==> src/tsc_pkg.sv <==
package tsc_pkg;

  // Event types and codes
  localparam logic [15:0] EvtSyn        = 16'h0000;
  localparam logic [15:0] EvtKey        = 16'h0001;
  localparam logic [15:0] EvtAbs        = 16'h0003;
  localparam logic [15:0] CodeAxX       = 16'h0000;
  localparam logic [15:0] CodeAxY       = 16'h0001;
  localparam logic [15:0] CodeMtX       = 16'h0035;
  localparam logic [15:0] CodeMtY       = 16'h0036;
  localparam logic [15:0] CodeBtnTouch  = 16'h014a;
  localparam logic [15:0] CodeBtnLeft   = 16'h0110;
  localparam logic [15:0] CodeSynReport = 16'h0000;

  // Configuration register indexes
  localparam logic [2:0] RegXMin    = 3'd0;
  localparam logic [2:0] RegXSpan   = 3'd1;
  localparam logic [2:0] RegYMin    = 3'd2;
  localparam logic [2:0] RegYSpan   = 3'd3;
  localparam logic [2:0] RegScreenW = 3'd4;
  localparam logic [2:0] RegScreenH = 3'd5;

  typedef struct packed {
    logic [15:0]        event_type;
    logic [15:0]        event_code;
    logic signed [31:0] event_value;
  } event_t;

  typedef struct packed {
    logic signed [31:0] screen_x;
    logic signed [31:0] screen_y;
    logic               touch_down;
  } coord_t;

  // One axis job for the shared scaling unit
  typedef struct packed {
    logic [31:0] raw;
    logic [31:0] amin;
    logic [30:0] span;
    logic [15:0] size;
  } axis_req_t;

endpackage

==> src/tsc_scale_unit.sv <==
module tsc_scale_unit (
  input  logic                 clk,
  input  logic                 rst,
  input  logic                 start,
  input  tsc_pkg::axis_req_t   req,
  output logic                 done,
  output logic [31:0]          result
);

  typedef enum logic [1:0] {
    S_IDLE,
    S_CHECK,
    S_MUL,
    S_DIV
  } state_t;

  state_t             state;
  tsc_pkg::axis_req_t req_q;
  logic [32:0]        diff;
  logic [30:0]        mul_a;
  logic [30:0]        rem;
  logic [15:0]        lo;
  logic [3:0]         count;

  logic [46:0] prod;
  logic [31:0] trial;
  logic        qbit;
  logic [30:0] rem_next;
  logic [15:0] lo_next;

  // Quotient is known to fit 16 bits: only 16 restoring steps are needed.
  always_comb begin
    prod     = {16'b0, mul_a} * {31'b0, req_q.size};
    trial    = {rem, lo[15]};
    qbit     = (trial >= {1'b0, req_q.span});
    rem_next = qbit ? 31'(trial - {1'b0, req_q.span}) : trial[30:0];
    lo_next  = {lo[14:0], qbit};
  end

  always_ff @(posedge clk) begin
    if (rst) begin
      state <= S_IDLE;
      done  <= 1'b0;
    end else begin
      done <= 1'b0;
      unique case (state)
        S_IDLE: begin
          if (start) begin
            req_q <= req;
            diff  <= {req.raw[31], req.raw} - {req.amin[31], req.amin};
            state <= S_CHECK;
          end
        end
        S_CHECK: begin
          if (req_q.span == 31'd0) begin
            result <= req_q.raw;
            done   <= 1'b1;
            state  <= S_IDLE;
          end else if (req_q.size == 16'd0) begin
            // zero screen: even a zero quotient reaches size, all ones
            result <= {16'b0, req_q.size} - 32'd1;
            done   <= 1'b1;
            state  <= S_IDLE;
          end else if (diff[32]) begin
            result <= 32'd0;
            done   <= 1'b1;
            state  <= S_IDLE;
          end else if (diff >= {2'b00, req_q.span}) begin
            // quotient reaches size: clamp
            result <= {16'b0, req_q.size} - 32'd1;
            done   <= 1'b1;
            state  <= S_IDLE;
          end else begin
            mul_a <= diff[30:0];
            state <= S_MUL;
          end
        end
        S_MUL: begin
          rem   <= prod[46:16];
          lo    <= prod[15:0];
          count <= 4'd0;
          state <= S_DIV;
        end
        S_DIV: begin
          rem   <= rem_next;
          lo    <= lo_next;
          count <= count + 4'd1;
          if (count == 4'd15) begin
            result <= {16'b0, lo_next};
            done   <= 1'b1;
            state  <= S_IDLE;
          end
        end
        default: state <= S_IDLE;
      endcase
    end
  end

endmodule

==> src/touch_event_to_screen_coords_core.sv <==
// Channel   Dir  Handshake              Payload
// in        in   in_valid / in_ready    tsc_pkg::event_t  (type, code, value)
// out       out  out_valid / out_ready  tsc_pkg::coord_t  (x, y, touch_down)
// cfg       in   cfg_wr_en              cfg_index[2:0], cfg_data[31:0]
//
// Axis and key events are absorbed in IDLE; the block stays ready.
// A sync report holds the input while the scaling unit, per axis, registers the
// difference, runs the range check, passes through the 31x16 multiplier and takes
// 16 restoring divide steps; x and y go one after the other through the same
// scaling unit, then the output register is loaded. An axis that passes through
// or clamps is done after its check.
// A finished result sits in the output register; the next transaction is taken
// while it waits, and a later report holds in FINISH until the slot is free.
// Reset (rst, synchronous) restores register defaults and raw position 400/240.
module touch_event_to_screen_coords_core (
  input  logic             clk,
  input  logic             rst,
  input  logic             in_valid,
  output logic             in_ready,
  input  tsc_pkg::event_t  in_data,
  output logic             out_valid,
  input  logic             out_ready,
  output tsc_pkg::coord_t  out_data,
  input  logic             cfg_wr_en,
  input  logic [2:0]       cfg_index,
  input  logic [31:0]      cfg_data
);

  typedef enum logic [1:0] {
    ST_IDLE,
    ST_RUN_X,
    ST_RUN_Y,
    ST_FINISH
  } state_t;

  state_t state;

  // configuration registers
  logic [31:0] x_axis_min;
  logic [30:0] x_axis_span;
  logic [31:0] y_axis_min;
  logic [30:0] y_axis_span;
  logic [15:0] screen_width;
  logic [15:0] screen_height;

  // event state
  logic [31:0] latest_raw_x;
  logic [31:0] latest_raw_y;
  logic        held_flag;
  logic [31:0] scaled_x;
  logic [31:0] scaled_y;

  logic               in_xact;
  logic               is_report;
  logic               out_load;
  logic               unit_start;
  tsc_pkg::axis_req_t unit_req;
  logic               unit_done;
  logic [31:0]        unit_result;

  assign in_ready  = (state == ST_IDLE);
  assign in_xact   = in_valid && in_ready;
  assign is_report = (in_data.event_type == tsc_pkg::EvtSyn) &&
                     (in_data.event_code == tsc_pkg::CodeSynReport);

  // result moves into the output register once the slot is free or draining
  assign out_load  = (state == ST_FINISH) && (!out_valid || out_ready);

  // x job starts on the report transaction, y job right when x finishes
  assign unit_start = (in_xact && is_report) || ((state == ST_RUN_X) && unit_done);

  always_comb begin
    if (state == ST_RUN_X) begin
      unit_req.raw  = latest_raw_y;
      unit_req.amin = y_axis_min;
      unit_req.span = y_axis_span;
      unit_req.size = screen_height;
    end else begin
      unit_req.raw  = latest_raw_x;
      unit_req.amin = x_axis_min;
      unit_req.span = x_axis_span;
      unit_req.size = screen_width;
    end
  end

  tsc_scale_unit u_scale (
    .clk    (clk),
    .rst    (rst),
    .start  (unit_start),
    .req    (unit_req),
    .done   (unit_done),
    .result (unit_result)
  );

  // configuration writes; indexes past the list are dropped
  always_ff @(posedge clk) begin
    if (rst) begin
      x_axis_min    <= 32'd0;
      x_axis_span   <= 31'd799;
      y_axis_min    <= 32'd0;
      y_axis_span   <= 31'd479;
      screen_width  <= 16'd800;
      screen_height <= 16'd480;
    end else if (cfg_wr_en) begin
      unique case (cfg_index)
        tsc_pkg::RegXMin:    x_axis_min    <= cfg_data;
        tsc_pkg::RegXSpan:   x_axis_span   <= cfg_data[30:0];
        tsc_pkg::RegYMin:    y_axis_min    <= cfg_data;
        tsc_pkg::RegYSpan:   y_axis_span   <= cfg_data[30:0];
        tsc_pkg::RegScreenW: screen_width  <= cfg_data[15:0];
        tsc_pkg::RegScreenH: screen_height <= cfg_data[15:0];
        default: ;
      endcase
    end
  end

  always_ff @(posedge clk) begin
    if (rst) begin
      state        <= ST_IDLE;
      out_valid    <= 1'b0;
      latest_raw_x <= 32'd400;
      latest_raw_y <= 32'd240;
      held_flag    <= 1'b0;
    end else begin
      if (out_load) begin
        out_valid <= 1'b1;
      end else if (out_valid && out_ready) begin
        out_valid <= 1'b0;
      end
      unique case (state)
        ST_IDLE: begin
          if (in_xact) begin
            if (in_data.event_type == tsc_pkg::EvtAbs) begin
              if ((in_data.event_code == tsc_pkg::CodeAxX) ||
                  (in_data.event_code == tsc_pkg::CodeMtX)) begin
                latest_raw_x <= in_data.event_value;
              end else if ((in_data.event_code == tsc_pkg::CodeAxY) ||
                           (in_data.event_code == tsc_pkg::CodeMtY)) begin
                latest_raw_y <= in_data.event_value;
              end
            end else if (in_data.event_type == tsc_pkg::EvtKey) begin
              if ((in_data.event_code == tsc_pkg::CodeBtnTouch) ||
                  (in_data.event_code == tsc_pkg::CodeBtnLeft)) begin
                held_flag <= (in_data.event_value != 32'sd0);
              end
            end else if (is_report) begin
              state <= ST_RUN_X;
            end
          end
        end
        ST_RUN_X: begin
          if (unit_done) begin
            scaled_x <= unit_result;
            state    <= ST_RUN_Y;
          end
        end
        ST_RUN_Y: begin
          if (unit_done) begin
            scaled_y <= unit_result;
            state    <= ST_FINISH;
          end
        end
        ST_FINISH: begin
          // wait for the output slot to drain
          if (out_load) begin
            out_data.screen_x   <= scaled_x;
            out_data.screen_y   <= scaled_y;
            out_data.touch_down <= held_flag;
            state               <= ST_IDLE;
          end
        end
        default: state <= ST_IDLE;
      endcase
    end
  end

endmodule
==> config.mk <==
export PLATFORM = sky130hd
export DESIGN_NAME = touch_event_to_screen_coords_core
export DESIGN_NICKNAME = d
export VERILOG_FILES = /design/src/tsc_pkg.sv /design/src/tsc_scale_unit.sv /design/src/touch_event_to_screen_coords_core.sv
export SDC_FILE = /design/constraint.sdc
export NUM_CORES = 2
export LEC_CHECK = 0
export BUFFER_PORTS_ARGS = -buffer_cell sky130_fd_sc_hd__buf_2
export CAP_MARGIN = 5
export CELL_PAD_IN_SITES_DETAIL_PLACEMENT = 1
export CELL_PAD_IN_SITES_GLOBAL_PLACEMENT = 1
export CORE_MARGIN = 4
export CORE_UTILIZATION = 40
export CTS_CLUSTER_DIAMETER = 80
export CTS_CLUSTER_SIZE = 16
export DETAILED_ROUTE_END_ITERATION = 6
export PLACE_DENSITY = 0.68
export SYNTH_ARGS = -nofsm -noshare
export SYNTH_HDL_FRONTEND = slang
export SYNTH_SLANG_ARGS = --single-unit
==> constraint.sdc <==
create_clock -name clk -period 22 [get_ports clk]
set_input_delay 4.4 -clock clk [delete_from_list [all_inputs] [get_ports clk]]
set_output_delay 4.4 -clock clk [all_outputs]
set_load 0.03 [all_outputs]
==> qor.txt <==
Outcome = completed
Detail Route Antenna Nets = 0
CP max FO = 16
Total Wirelength = 122,100 um
Post-DR vias/cell = 5.263
Instance area at placement = 43,740 um^2
Insertion delay of the later-clocked pin in the worst-skew pair = 0.61 ns
Adder-cell share of the synthesized area = 0.2614
Buffer levels on the longest clock path = 3
Most frequently used cell type in the post-synthesis netlist = nand2_1
Number of setup violations in the final report = 0
Syn Inst Count = 4,153
Post-DP HPWL = 90,850 um
Worst path cell trace = and2_1, fa_1, inv_1, fa_1, fa_1, inv_1, fa_1, fa_1, inv_1, fa_1, inv_1, ha_1, a21oi_1, o211ai_1, a41oi_1, a211oi_1, a211oi_1, o21ai_0, a41oi_1, o21ai_0, xnor2_1, a21oi_1
Cell area power density = 48.28 nW/um^2
Post-synthesis sequential area ratio = 0.3666
Count of hold-fix buffers inserted at cts = 0
Hold Slack = 0.4214 ns
Largest clock skew in the final design = 0.05690 ns
Sequential cell area = 15,240 um^2
Area growth syn-to-layout = 8.512%
Unique cell type count in the Yosys netlist = 74
Clock-pin slew reported for the worst setup and hold paths after clock tree synthesis = 0.07 ns
Post-Syn Area = 41,580 um^2
Number of design-rule violations left by the first detailed-router iteration = 1,569
Width of the chip = 330.4 um
Worst min-delay path class = flop to flop
Wire length of the first global-routing pass = 191,200 um
Cell mode on critical path = fa_1
Initial antenna violation count = 7
Final cell count without fillers = 5,615
Setup Total Neg Slack = 0 ns
Cell leakage power = 19.33 nW
Worst setup EP type = flop
Crit path launch type = flop
Share of flip-flops with an asynchronous set or reset after synthesis = 0
Number of CTS-inserted buffers = 45
Maximum cell stage delay along the critical path = 0.75 ns
Number of warnings reported in the yosys synthesis log = 0
Post-Syn Area per Cell = 10.01 um^2
Arrival time at the worst endpoint = 8.04 ns
Fraction of synthesized area in multiplexers = 0.04570
Number of global-route vias before repair = 31,662
Initial cell density of the core = 0.4024
Nets = 4,930
Detailed-route DRC error count = 0
Critical path class = flop to flop
Post-route fraction of the period consumed by the critical path = 0.3517
Data required, critical path = 22.30 ns
Share of the synthesized netlist area taken by xor and xnor gates = 0.02275
Maximum clock rate = 0.1292 GHz
VDD IR-drop max = 72.50 uV
Yosys reg bits = 584
Worst Tran Pin Value = 1.123 ns
Most used flip-flop cell after synthesis = edfxtp_1
Resize count post-CTS = 0
Total placed cells including tap cells = 5,534
Top-level port count = 171
Core outline area = 103,300 um^2
Final number of max-transition violations = 0
Total track usage = 0.2264
CP top delay family = adder cells
Number of buffers inserted by post-CTS setup repair = 0
Post-synthesis cell type with the largest combined area = edfxtp_1
Root buffer cell = clkbuf_16
Worst slew margin = 0.2515
Overall die area = 109,200 um^2
Total of buffers placed on input and output ports = 170
Net count after synthesis = 4,882
Footprint of the multi-input gates = 23,700 um^2
Final weighted congestion in routability-driven placement = 0.8670
Count of flip-flops with a built-in enable after synthesis = 355
Die span in y = 330.4 um
Num Clock Sinks = 584
Commonest cells in the netlist = nand2_1, inv_1, fa_1, edfxtp_1, a21oi_1
Compound-cell area share of the yosys netlist = 0.08985
Synth Area in Simple Gates = 0.1486
Total of fill cells in the finished design = 11,648
DR WL/cell = 21.74 um
Max-capacitance violation count = 0
Standard-cell rows = 118
Overflow left after global routing = 0
Main combinational cell family by area after synthesis = adder cells
TritonCTS clock tree = done
Deepest level of the CTS H-tree = 2
Min Clock Period, post-route = 7.738 ns
Crit path buf inv count = 4
Largest cells by area after synthesis = edfxtp_1, fa_1, dfxtp_1
Largest net degree at the start of global routing = 109
Fraction of final layout cells with drive strength greater than 1 = 0.09312
Final Hold Violating Endpoints = 0
Drt pass-1 iters = 5
Area share of the leading cell type in the synthesized netlist = 0.2564
Library cell contributing the largest single delay on the critical path = edfxtp_1
Final std cell area, no fill = 45,120 um^2
Total number of vias = 29,553
Setup repair after global routing missed its margin = false
power by group:
group	switching, mW	internal, mW	total (mW)
sequential	0.00391	1.16	1.17
combinational	0.131	0.0792	0.210
clock	0.396	0.405	0.801
metal layers:
metal,up-vias,part of all wire,global-route usage
met4,6,0.018,0.04351
met3,123,0.034,0.02065
met5,-,0.00034,0
met2,499,0.49,0.3878
li1,13747,-,-
met1,15178,0.46,0.3167
cell usage in the layout (no fill, tap or decap), types with 15 or more instances in the layout:
master | synthesis | routed
nand2_1 | 727 | 725
inv_1 | 502 | 502
fa_1 | 406 | 406
edfxtp_1 | 355 | 355
a21oi_1 | 270 | 270
dfxtp_1 | 229 | 229
ha_1 | 219 | 218
and2_1 | 210 | 209
buf_2 | 9 | 169
nor2_1 | 162 | 159
mux2i_1 | 101 | 101
o21ai_0 | 81 | 81
mux2_2 | 79 | 79
a21o_1 | 75 | 75
xnor2_1 | 66 | 66
clkbuf_16 | 0 | 47
buf_4 | 0 | 44
xor2_1 | 42 | 42
nand3_1 | 41 | 41
nand3b_1 | 29 | 29
and3_1 | 27 | 27
nor4_1 | 28 | 27
nand4_1 | 26 | 26
o21bai_1 | 25 | 25
nor3_1 | 21 | 21
o211ai_1 | 20 | 20
clkbuf_1 | 183 | 20
nor2b_1 | 17 | 17
a211oi_1 | 16 | 15
metrics by stage:
| step | utilization | setup WS, ns | total power, mW |
|---|---|---|---|
| final | 0.4366 | 14.26 | 2.179 |
| after global routing | 0.4365 | 13.82 | 2.262 |
| after CTS | 0.4365 | 14.23 | 2.203 |
| after detailed placement | 0.4233 | 14.04 | 1.403 |
| after global placement | 0.4233 | 14.10 | 1.400 |
| after floorplan | - | 4.911 | 1.326 |
kinds of logic (layout without fill, tap and decap cells):
| group | Yosys count | count (layout) |
|---|---|---|
| adder cells (fa/ha/maj) | 625 | 625 |
| buffers and inverters | 715 | 793 |
| other | 0 | 4 |
| XOR/XNOR | 108 | 108 |
| AND/OR/NAND/NOR | 1339 | 1339 |
| AO/OA/AOI/OAI | 602 | 602 |
| flip-flops | 584 | 584 |
| multiplexers | 180 | 180 |
state kept, by name, summed over array words and instances (netlist names), 32 cells and up, named ones only:
name and flops:
u_scale.result 32, scaled_y 32, latest_raw_x 32, u_scale.diff 33, out_data 65, u_scale.req_q 79, y_axis_min 32, x_axis_min 32
scaled_x 32, latest_raw_y 32
worst paths after layout:
kind,end,startpoint,slack [ns],depth (start not counted)
min,out_data[17],scaled_y[16],0.42,0
max reg2reg,u_scale.rem[25],u_scale.mul_a[11],14.26,22
max,u_scale.rem[25],u_scale.mul_a[11],14.26,22
min reg2reg,out_data[17],scaled_y[16],0.42,0
cell type report:
| cell class | instances | share of cell area |
|---|---|---|
| Tap cell | 1380 | 0.03827 |
| Inverter | 502 | 0.04176 |
| Sequential cell | 584 | 0.3378 |
| Timing Repair Buffer | 214 | 0.02631 |
| Clock buffer | 69 | 0.02834 |
| Antenna cell | 4 | 0.0002218 |
| Clock inverter | 8 | 0.002024 |
| Multi-Input combinational cell | 2854 | 0.5252 |
Power figures use the tool's default switching activity.
